### config.mk
export PLATFORM = sky130hd
export DESIGN_NAME = stream_extremes_and_statistics_top
export DESIGN_NICKNAME = d
export VERILOG_FILES = /design/src/rtl/sxs_pkg.sv /design/src/rtl/stream_extremes_and_statistics_top.sv /design/src/rtl/sxs_track.sv /design/src/rtl/sxs_div.sv
export SDC_FILE = /design/constraint.sdc
export NUM_CORES = 2
export LEC_CHECK = 0
export ABC_AREA = 1
export BUFFER_PORTS_ARGS = -buffer_cell sky130_fd_sc_hd__buf_4
export CAP_MARGIN = 20
export CORE_MARGIN = 3
export CORE_UTILIZATION = 50
export DETAILED_ROUTE_END_ITERATION = 8
export GPL_TIMING_DRIVEN = 0
export PLACE_DENSITY_LB_ADDON = 0.25
export SYNTH_ARGS = -nofsm -noshare
export SYNTH_HDL_FRONTEND = slang
export SYNTH_HIERARCHICAL = 1
export SYNTH_SLANG_ARGS = --single-unit
### constraint.sdc
create_clock -name i_clk -period 24.1 [get_ports i_clk]
set_input_delay 2.41 -clock i_clk [delete_from_list [all_inputs] [get_ports i_clk]]
set_output_delay 2.41 -clock i_clk [all_outputs]
set_load 0.01 [all_outputs]
### src/rtl/sxs_pkg.sv
// Shared types and constants for the stream extremes and statistics block.
// Used by the tracker, the divider and the top level.
package sxs_pkg;

    localparam int MAX_ITEMS  = 64;
    localparam int CNT_W      = $clog2(MAX_ITEMS + 1);
    localparam int VAL_W      = 32;
    localparam int MEAN_W     = 42;
    localparam int MEAN_SCALE = 1000;
    // |sum| * 1000 stays below 2^41
    localparam int SCALED_W   = 41;
    // 2 * |sum| * 1000 + count
    localparam int DIVD_W     = SCALED_W + 2;
    // 2 * count
    localparam int DIVS_W     = CNT_W + 1;
    localparam int STEP_W     = $clog2(DIVD_W + 1);

    localparam int OUT_BITS   = 6 * VAL_W + 5 * CNT_W + MEAN_W;
    localparam int OUT_W      = ((OUT_BITS + 7) / 8) * 8;

    typedef enum logic [2:0] {
        ST_IDLE,
        ST_SCALE,
        ST_START,
        ST_DIV,
        ST_HOLD
    } t_state;

    typedef struct packed {
        logic signed [VAL_W-1:0] largest;
        logic signed [VAL_W-1:0] smallest;
        logic signed [VAL_W-1:0] ruh;
        logic [CNT_W-1:0]        ruh_count;
        logic [CNT_W-1:0]        ruh_pos;
        logic signed [VAL_W-1:0] rul;
        logic [CNT_W-1:0]        rul_count;
        logic [CNT_W-1:0]        rul_pos;
        logic signed [VAL_W-1:0] total;
        logic signed [VAL_W-1:0] multiplied;
        logic [CNT_W-1:0]        count;
    } t_stats;

endpackage

### src/rtl/stream_extremes_and_statistics_top.sv
// Top level of the stream extremes and statistics block.
// Depends on sxs_pkg, sxs_track and sxs_div.
//
// Each item carries one signed 32-bit value; tlast closes the set. An item
// without tlast leaves the block in its idle state, ready for the next item.
// An item with tlast holds off the next item while the summary is formed: the
// running state is updated, the sum is scaled by 1000, the divider is loaded,
// the bit-serial divider forms the rounded mean and the result moves into the
// output register. While the previous result still waits in the output
// register, the last step stalls until it leaves. The result then sits in the
// output register while the next set streams in. Values past the 64th of a
// set are dropped, but their tlast still closes the set.
module stream_extremes_and_statistics_top
    import sxs_pkg::*;
(
    input  logic             i_clk,
    input  logic             i_rst_n,
    input  logic             i_s_axis_tvalid,
    output logic             o_s_axis_tready,
    input  logic [VAL_W-1:0] i_s_axis_tdata,   // value[31:0]
    input  logic             i_s_axis_tlast,   // last
    output logic             o_m_axis_tvalid,
    input  logic             i_m_axis_tready,
    // largest[31:0] smallest[63:32] runner_up_high[95:64]
    // runner_up_high_count[102:96] runner_up_high_pos[109:103]
    // runner_up_low[141:110] runner_up_low_count[148:142]
    // runner_up_low_pos[155:149] total[187:156] multiplied[219:188]
    // mean_milli[261:220] accepted_count[268:262] zeros[271:269]
    output logic [OUT_W-1:0] o_m_axis_tdata
);

    t_state r_state, n_state;
    t_stats stats;

    logic                take, in_acc, clear, start, load, out_free;
    logic [DIVD_W-1:0]   quotient;
    logic                div_done;
    logic [SCALED_W-1:0] r_scaled;
    logic                r_neg;
    logic [VAL_W-1:0]    mag;
    logic [DIVD_W-1:0]   dividend;
    logic [MEAN_W-1:0]   mean;
    logic [OUT_W-1:0]    packed_out;
    logic [OUT_W-1:0]    r_out_data;
    logic                r_out_valid;

    assign in_acc   = i_s_axis_tvalid && o_s_axis_tready;
    assign out_free = !r_out_valid || i_m_axis_tready;

    sxs_track u_track (
        .i_clk   (i_clk),
        .i_rst_n (i_rst_n),
        .i_take  (take),
        .i_value (i_s_axis_tdata),
        .i_clear (clear),
        .o_stats (stats)
    );

    always_comb begin
        n_state = r_state;
        unique case (r_state)
            ST_IDLE:  if (in_acc && i_s_axis_tlast) begin
                n_state = ST_SCALE;
            end
            ST_SCALE: n_state = ST_START;
            ST_START: n_state = ST_DIV;
            ST_DIV:   if (div_done) begin
                n_state = out_free ? ST_IDLE : ST_HOLD;
            end
            ST_HOLD:  if (out_free) begin
                n_state = ST_IDLE;
            end
            default:  n_state = ST_IDLE;
        endcase
    end

    always_comb begin
        o_s_axis_tready = 1'b0;
        take            = 1'b0;
        start           = 1'b0;
        load            = 1'b0;
        unique case (r_state)
            ST_IDLE: begin
                o_s_axis_tready = 1'b1;
                take            = in_acc;
            end
            ST_SCALE: ;
            ST_START: start = 1'b1;
            ST_DIV:   load  = div_done && out_free;
            ST_HOLD:  load  = out_free;
            default:  ;
        endcase
    end

    assign clear = load;

    always_ff @(posedge i_clk) begin
        if (!i_rst_n) begin
            r_state <= ST_IDLE;
        end else begin
            r_state <= n_state;
        end
    end

    // magnitude of the wrapped sum, scaled by 1000
    assign mag = stats.total[VAL_W-1] ? (~stats.total + VAL_W'(1)) : stats.total;

    always_ff @(posedge i_clk) begin
        if (r_state == ST_SCALE) begin
            r_scaled <= SCALED_W'(mag) * SCALED_W'(MEAN_SCALE);
            r_neg    <= stats.total[VAL_W-1];
        end
    end

    // round half away from zero: (2*mag + n) / (2*n)
    assign dividend = {1'b0, r_scaled, 1'b0} + DIVD_W'(stats.count);

    sxs_div u_div (
        .i_clk      (i_clk),
        .i_rst_n    (i_rst_n),
        .i_start    (start),
        .i_dividend (dividend),
        .i_divisor  ({stats.count, 1'b0}),
        .o_done     (div_done),
        .o_quotient (quotient)
    );

    assign mean = r_neg ? (~quotient[MEAN_W-1:0] + MEAN_W'(1)) : quotient[MEAN_W-1:0];

    assign packed_out = {
        (OUT_W - OUT_BITS)'(0),
        stats.count,
        mean,
        stats.multiplied,
        stats.total,
        stats.rul_pos,
        stats.rul_count,
        stats.rul,
        stats.ruh_pos,
        stats.ruh_count,
        stats.ruh,
        stats.smallest,
        stats.largest
    };

    always_ff @(posedge i_clk) begin
        if (!i_rst_n) begin
            r_out_valid <= 1'b0;
        end else if (load) begin
            r_out_valid <= 1'b1;
        end else if (i_m_axis_tready) begin
            r_out_valid <= 1'b0;
        end
    end

    always_ff @(posedge i_clk) begin
        if (load) begin
            r_out_data <= packed_out;
        end
    end

    assign o_m_axis_tvalid = r_out_valid;
    assign o_m_axis_tdata  = r_out_data;

endmodule

### src/rtl/sxs_track.sv
// Running statistics of one set: extremes, second extremes, sum, product, count.
// Depends on sxs_pkg.
module sxs_track
    import sxs_pkg::*;
(
    input  logic                    i_clk,
    input  logic                    i_rst_n,
    input  logic                    i_take,
    input  logic signed [VAL_W-1:0] i_value,
    input  logic                    i_clear,
    output t_stats                  o_stats
);

    logic signed [VAL_W-1:0] r_top, n_top, r_st, n_st;
    logic signed [VAL_W-1:0] r_bot, n_bot, r_sb, n_sb;
    logic [CNT_W-1:0] r_tc, n_tc, r_tf, n_tf, r_stc, n_stc, r_stf, n_stf;
    logic [CNT_W-1:0] r_bc, n_bc, r_bf, n_bf, r_sbc, n_sbc, r_sbf, n_sbf;
    logic [VAL_W-1:0] r_sum, n_sum, r_prod, n_prod;
    logic [CNT_W-1:0] r_seen, n_seen;
    logic [CNT_W-1:0] pos;

    assign pos = r_seen + CNT_W'(1);

    always_comb begin
        n_top = r_top; n_tc = r_tc; n_tf = r_tf;
        n_st  = r_st;  n_stc = r_stc; n_stf = r_stf;
        n_bot = r_bot; n_bc = r_bc; n_bf = r_bf;
        n_sb  = r_sb;  n_sbc = r_sbc; n_sbf = r_sbf;
        n_sum = r_sum; n_prod = r_prod; n_seen = r_seen;
        if (i_clear) begin
            n_top = '0; n_tc = '0; n_tf = '0;
            n_st  = '0; n_stc = '0; n_stf = '0;
            n_bot = '0; n_bc = '0; n_bf = '0;
            n_sb  = '0; n_sbc = '0; n_sbf = '0;
            n_sum = '0; n_prod = VAL_W'(1); n_seen = '0;
        end else if (i_take && (r_seen < CNT_W'(MAX_ITEMS))) begin
            if (r_seen == '0) begin
                n_top = i_value; n_tc = CNT_W'(1); n_tf = pos;
                n_bot = i_value; n_bc = CNT_W'(1); n_bf = pos;
            end else begin
                // maximum side
                if (i_value > r_top) begin
                    n_st = r_top; n_stc = r_tc; n_stf = r_tf;
                    n_top = i_value; n_tc = CNT_W'(1); n_tf = pos;
                end else if (i_value == r_top) begin
                    n_tc = r_tc + CNT_W'(1);
                end else if ((r_stc == '0) || (i_value > r_st)) begin
                    n_st = i_value; n_stc = CNT_W'(1); n_stf = pos;
                end else if (i_value == r_st) begin
                    n_stc = r_stc + CNT_W'(1);
                end
                // minimum side
                if (i_value < r_bot) begin
                    n_sb = r_bot; n_sbc = r_bc; n_sbf = r_bf;
                    n_bot = i_value; n_bc = CNT_W'(1); n_bf = pos;
                end else if (i_value == r_bot) begin
                    n_bc = r_bc + CNT_W'(1);
                end else if ((r_sbc == '0) || (i_value < r_sb)) begin
                    n_sb = i_value; n_sbc = CNT_W'(1); n_sbf = pos;
                end else if (i_value == r_sb) begin
                    n_sbc = r_sbc + CNT_W'(1);
                end
            end
            n_sum  = r_sum + VAL_W'(i_value);
            // low half of the product is the same for signed and unsigned
            n_prod = r_prod * VAL_W'(i_value);
            n_seen = pos;
        end
    end

    always_ff @(posedge i_clk) begin
        if (!i_rst_n) begin
            r_top <= '0; r_tc <= '0; r_tf <= '0;
            r_st  <= '0; r_stc <= '0; r_stf <= '0;
            r_bot <= '0; r_bc <= '0; r_bf <= '0;
            r_sb  <= '0; r_sbc <= '0; r_sbf <= '0;
            r_sum <= '0; r_prod <= VAL_W'(1); r_seen <= '0;
        end else begin
            r_top <= n_top; r_tc <= n_tc; r_tf <= n_tf;
            r_st  <= n_st;  r_stc <= n_stc; r_stf <= n_stf;
            r_bot <= n_bot; r_bc <= n_bc; r_bf <= n_bf;
            r_sb  <= n_sb;  r_sbc <= n_sbc; r_sbf <= n_sbf;
            r_sum <= n_sum; r_prod <= n_prod; r_seen <= n_seen;
        end
    end

    always_comb begin
        o_stats.largest    = r_top;
        o_stats.smallest   = r_bot;
        o_stats.ruh        = (r_stc != '0) ? r_st : '0;
        o_stats.ruh_count  = r_stc;
        o_stats.ruh_pos    = (r_stc != '0) ? r_stf : '0;
        o_stats.rul        = (r_sbc != '0) ? r_sb : '0;
        o_stats.rul_count  = r_sbc;
        o_stats.rul_pos    = (r_sbc != '0) ? r_sbf : '0;
        o_stats.total      = r_sum;
        o_stats.multiplied = r_prod;
        o_stats.count      = r_seen;
    end

endmodule

### src/rtl/sxs_div.sv
// Restoring divider, one quotient bit per cycle, for the rounded mean.
// Depends on sxs_pkg.
module sxs_div
    import sxs_pkg::*;
(
    input  logic              i_clk,
    input  logic              i_rst_n,
    input  logic              i_start,
    input  logic [DIVD_W-1:0] i_dividend,
    input  logic [DIVS_W-1:0] i_divisor,
    output logic              o_done,
    output logic [DIVD_W-1:0] o_quotient
);

    logic [DIVD_W-1:0] r_quo, n_quo;
    logic [DIVS_W-1:0] r_rem, n_rem, r_dvs;
    logic [STEP_W-1:0] r_steps, n_steps;
    logic              r_done, n_done;
    logic [DIVS_W:0]   shifted;
    logic              fits;

    assign shifted = {r_rem, r_quo[DIVD_W-1]};
    assign fits    = shifted >= {1'b0, r_dvs};

    always_comb begin
        n_quo   = r_quo;
        n_rem   = r_rem;
        n_steps = r_steps;
        n_done  = 1'b0;
        if (i_start) begin
            n_quo   = i_dividend;
            n_rem   = '0;
            n_steps = STEP_W'(DIVD_W);
        end else if (r_steps != '0) begin
            n_rem   = fits ? DIVS_W'(shifted - {1'b0, r_dvs}) : DIVS_W'(shifted);
            n_quo   = {r_quo[DIVD_W-2:0], fits};
            n_steps = r_steps - STEP_W'(1);
            n_done  = (r_steps == STEP_W'(1));
        end
    end

    always_ff @(posedge i_clk) begin
        if (!i_rst_n) begin
            r_steps <= '0;
            r_done  <= 1'b0;
        end else begin
            r_steps <= n_steps;
            r_done  <= n_done;
        end
    end

    always_ff @(posedge i_clk) begin
        r_quo <= n_quo;
        r_rem <= n_rem;
        if (i_start) begin
            r_dvs <= i_divisor;
        end
    end

    assign o_done     = r_done;
    assign o_quotient = r_quo;

endmodule

==> results.yml <==
status:
  status: "finished clean"
critical_path:
  critPathKind: "in -> reg"
  r2r-end: "u_track/r_prod[29]"
  crit_fanout: 11
  cp-end-kind: "flop"
  start_kind: "primary input"
  worstPathArrival_ns: 10.78
  worstPathRequired_ns: 24.63
  rr_startpoint: "u_track/r_prod[13]"
  reg2reg_depth: 27
  reg2reg_slack_ns: 15.54
floorplanning:
  ios: 311
  core-area_mm2: 0.108
  rows: 120
  start_util: 0.508
  die_h_um: 338
  die_w_um: 338
  dieArea_mm2: 0.114
clocking:
  cts_setup_buffers: 0
  post_cts_resized: 0
  clock_latency_ns: 0.65
  holdBufCountCts: 0
  cts_made_buffers: 73
  clockRootBuffer: "clkbuf_16"
  tritoncts: "yes"
  clockBufferDepth: 3
  clkTransAtPathRegs_ns: 0.06
  cts_sinks: 633
  h-tree-depth: 3
cells_and_area:
  syn_to_final_growth_pct: 12.6
  fin_nets: 8239
  drive_gt1_frac: 0.0852
  nFillCells: 10100
  fin_util: 0.573
  regArea_mm2: 0.0163
  multi_input_area_mm2: 0.0321
route:
  drcViolationCount: 0
  drtAntennaViolNets: 0
  drtPass1Iterations: 6
  wl_mm: 184
  viasPerCell: 5.44
  via_count: 47700
  wl_per_cell_um: 21.0
  dr.first_iter.drc_count: 4809
min_path:
  hold_class: "reg -> reg"
  whs_endpoint: "o_m_axis_tdata[54]"
  whs_path_depth: 0
  min-delay-start: "u_track/r_bot[22]"
synthesis:
  synth-edff-count: 359
  seq_area_frac_synth: 0.296
  synth-simple-area-share: 0.202
  async_flop_share: 0
  synth_top_family_by_area: "adder cells"
  synth_fa_ha_area_frac: 0.273
  synthMuxAreaShare: 0.000205
  synth-xor-area-share: 0.0287
  synth_compound_area_frac: 0.0797
  synthesis.area_mm2: 0.0550
  syn_area_per_cell_um2: 7.96
  ys_ff_latch: 633
  yosys_warnings: 6
  yosysUniqueCellTypes: 68
  syn_inst: 6906
  synthFlopType: "edfxtp_1"
placed_design:
  dp_hpwl_mm: 147
  port_buffers: 307
  routabilityCongestion: 0.991
timing:
  max_freq_ghz: 0.0976
  period_minus_slack_ns: 10.25
  clock-skew-final_ns: 0.0329
  maxSlewViolCount: 0
  holdWs_ns: 0.426
  rsz0062_at_grt: "false"
  setup_viol: 0
  fin_crit_sh: 0.425
  fin_setup_tns_ns: 0
  tightest_slew_ns: 1.22
  hold_violations: 0
  slew_headroom: 0.187
grt:
  grt_start_max_net_pins: 45
  grt_use_total: 0.324
  grt_pass1_vias: 45900
  grt_pass1_wl_mm: 276
  globalRouteOverflowTotal: 0
  grt_antenna_before_repair: 7
run:
  max_cap_viol_count: 0
[flip-flops by register name, indices dropped and copies added (netlist names), 8 cells and up]
register          count
u_track/r_sb         32
o_m_axis_tdata      269
u_track/r_prod       32
u_track/r_st         32
u_div/o_quotient     43
r_scaled             38
u_div/r_dvs           8
u_track/r_bot        32
u_track/r_sum        32
u_track/r_top        32
u_div/r_rem           8
[metal layers]
layer	wire length, µm	vias to the layer above	GRT usage
li1	-	22200	-
met1	77100	22700	0.446
met2	78000	2376	0.482
met3	19100	442	0.0733
met4	10000	0	0.155
met5	0	-	0
[final cells by class]
type / count / share of cell area
flip-flops and latches: 633 / 0.263
diodes: 2 / 0.0000808
clock buffers: 101 / 0.0342
inverters: 1480 / 0.0897
plain buffers: 243 / 0.0170
well taps: 1403 / 0.0284
multi-input cells: 4553 / 0.519
repair buffers: 325 / 0.0427
clock inverters: 34 / 0.00637
[Yosys cell counts, types with 4 or more instances]
library cell  count  area [µm²]
nand2_2          43         269
a31oi_1          10        62.6
or2_2             5        31.3
o21ai_0         371        1860
nand3b_1         32         240
edfxtp_1        359       10800
a21boi_0          4        30.0
o211ai_1         14         105
nor4_1           22         138
nor3_1           53         265
dfxtp_1         274        5490
fa_1            511       10200
nand2_1        1654        6210
o21bai_1         20         150
o21ai_2           4        35.0
nand3_2           7        70.1
xnor2_1          44         385
nor2_2           24         150
o221ai_1          5        43.8
a21oi_1         308        1540
inv_2            22        82.6
clkbuf_1        161         604
o21a_1           15         113
o21ai_1          16        80.1
a211oi_1          7        52.6
and3_1            4        25.0
inv_1          1454        5460
buf_2            31         155
nand3_1         239        1200
buf_4            15         113
ha_1            382        4780
a21o_1           18         135
buf_6             6        67.6
nand2_4           5        56.3
nor2_1          503        1890
a21boi_1          8        60.1
buf_1            29         109
nand4_1          52         325
xor2_1          131        1150
clkinv_1          4        15.0
[cell families after synthesis]
group	count (synthesis)
simple gates	2664
buf+inv	1723
xor+xnor	177
fa+ha+maj	893
mux	1
other cells	1
compound gates	814
flops	633
[per-stage QoR]
step | cell area (µm²) | instances | worst slack [ns]
6_report | 61900 | 8774 | 13.85
3_3_place_gp | 59000 | 8619 | -6.28
3_5_place_dp | 59400 | 8636 | 13.38
5_1_grt | 61900 | 8772 | 13.72
2_1_floorplan | 55000 | 6909 | 5.93
4_1_cts | 61900 | 8771 | 14.04
[worst max-delay path by stage]
stage | startpoint | to | slack (ns) | cells past startpoint
2_1_floorplan | i_m_axis_tready | u_track/r_prod[29] | 5.93 | 9
3_3_place_gp | i_m_axis_tready | u_track/r_prod[25] | -6.28 | 10
3_5_place_dp | i_s_axis_tdata[4] | u_track/r_prod[29] | 13.38 | 26
4_1_cts | i_s_axis_tdata[4] | u_track/r_prod[29] | 14.04 | 26
5_1_grt | i_s_axis_tdata[4] | u_track/r_prod[29] | 13.72 | 26
6_report | i_s_axis_tdata[4] | u_track/r_prod[29] | 13.85 | 26
[cells in the final DEF (no fill, tap or decap), drive strengths merged, types with 10 or more instances in the layout]
cell type,synthesis,layout
nor4,25,25
xor2,133,133
a21o,18,18
nor3,56,56
o21ai,391,391
buf,81,406
nand3,247,247
a21boi,12,12
dfxtp,274,274
ha,382,382
clkinv,4,29
nand2,1702,1702
nor2,529,529
xnor2,44,44
edfxtp,359,359
inv,1476,1478
o211ai,14,14
fa,511,511
o21bai,20,20
o21a,15,15
nand3b,34,34
a21oi,309,309
clkbuf,162,263
a31oi,10,10
nand4,54,54
[critical path, cell delays in order]
cell,delay [ns]
buf_4,0.29
clkbuf_1,0.72
clkbuf_1,0.66
nand2_1,0.17
fa_1,0.58
inv_1,0.06
fa_1,0.54
inv_1,0.06
fa_1,0.59
fa_1,0.52
inv_1,0.05
fa_1,0.52
fa_1,0.45
fa_1,0.66
inv_1,0.10
fa_1,0.58
inv_1,0.05
ha_1,0.38
nand2_1,0.12
nor4_1,0.43
nand3_1,0.15
nand3_1,0.23
a21o_1,0.17
nor2_1,0.04
o21ai_0,0.15
inv_1,0.05
Power is not shown: default switching activity piles up to over one toggle a cycle in this logic, so the estimate is an artifact.
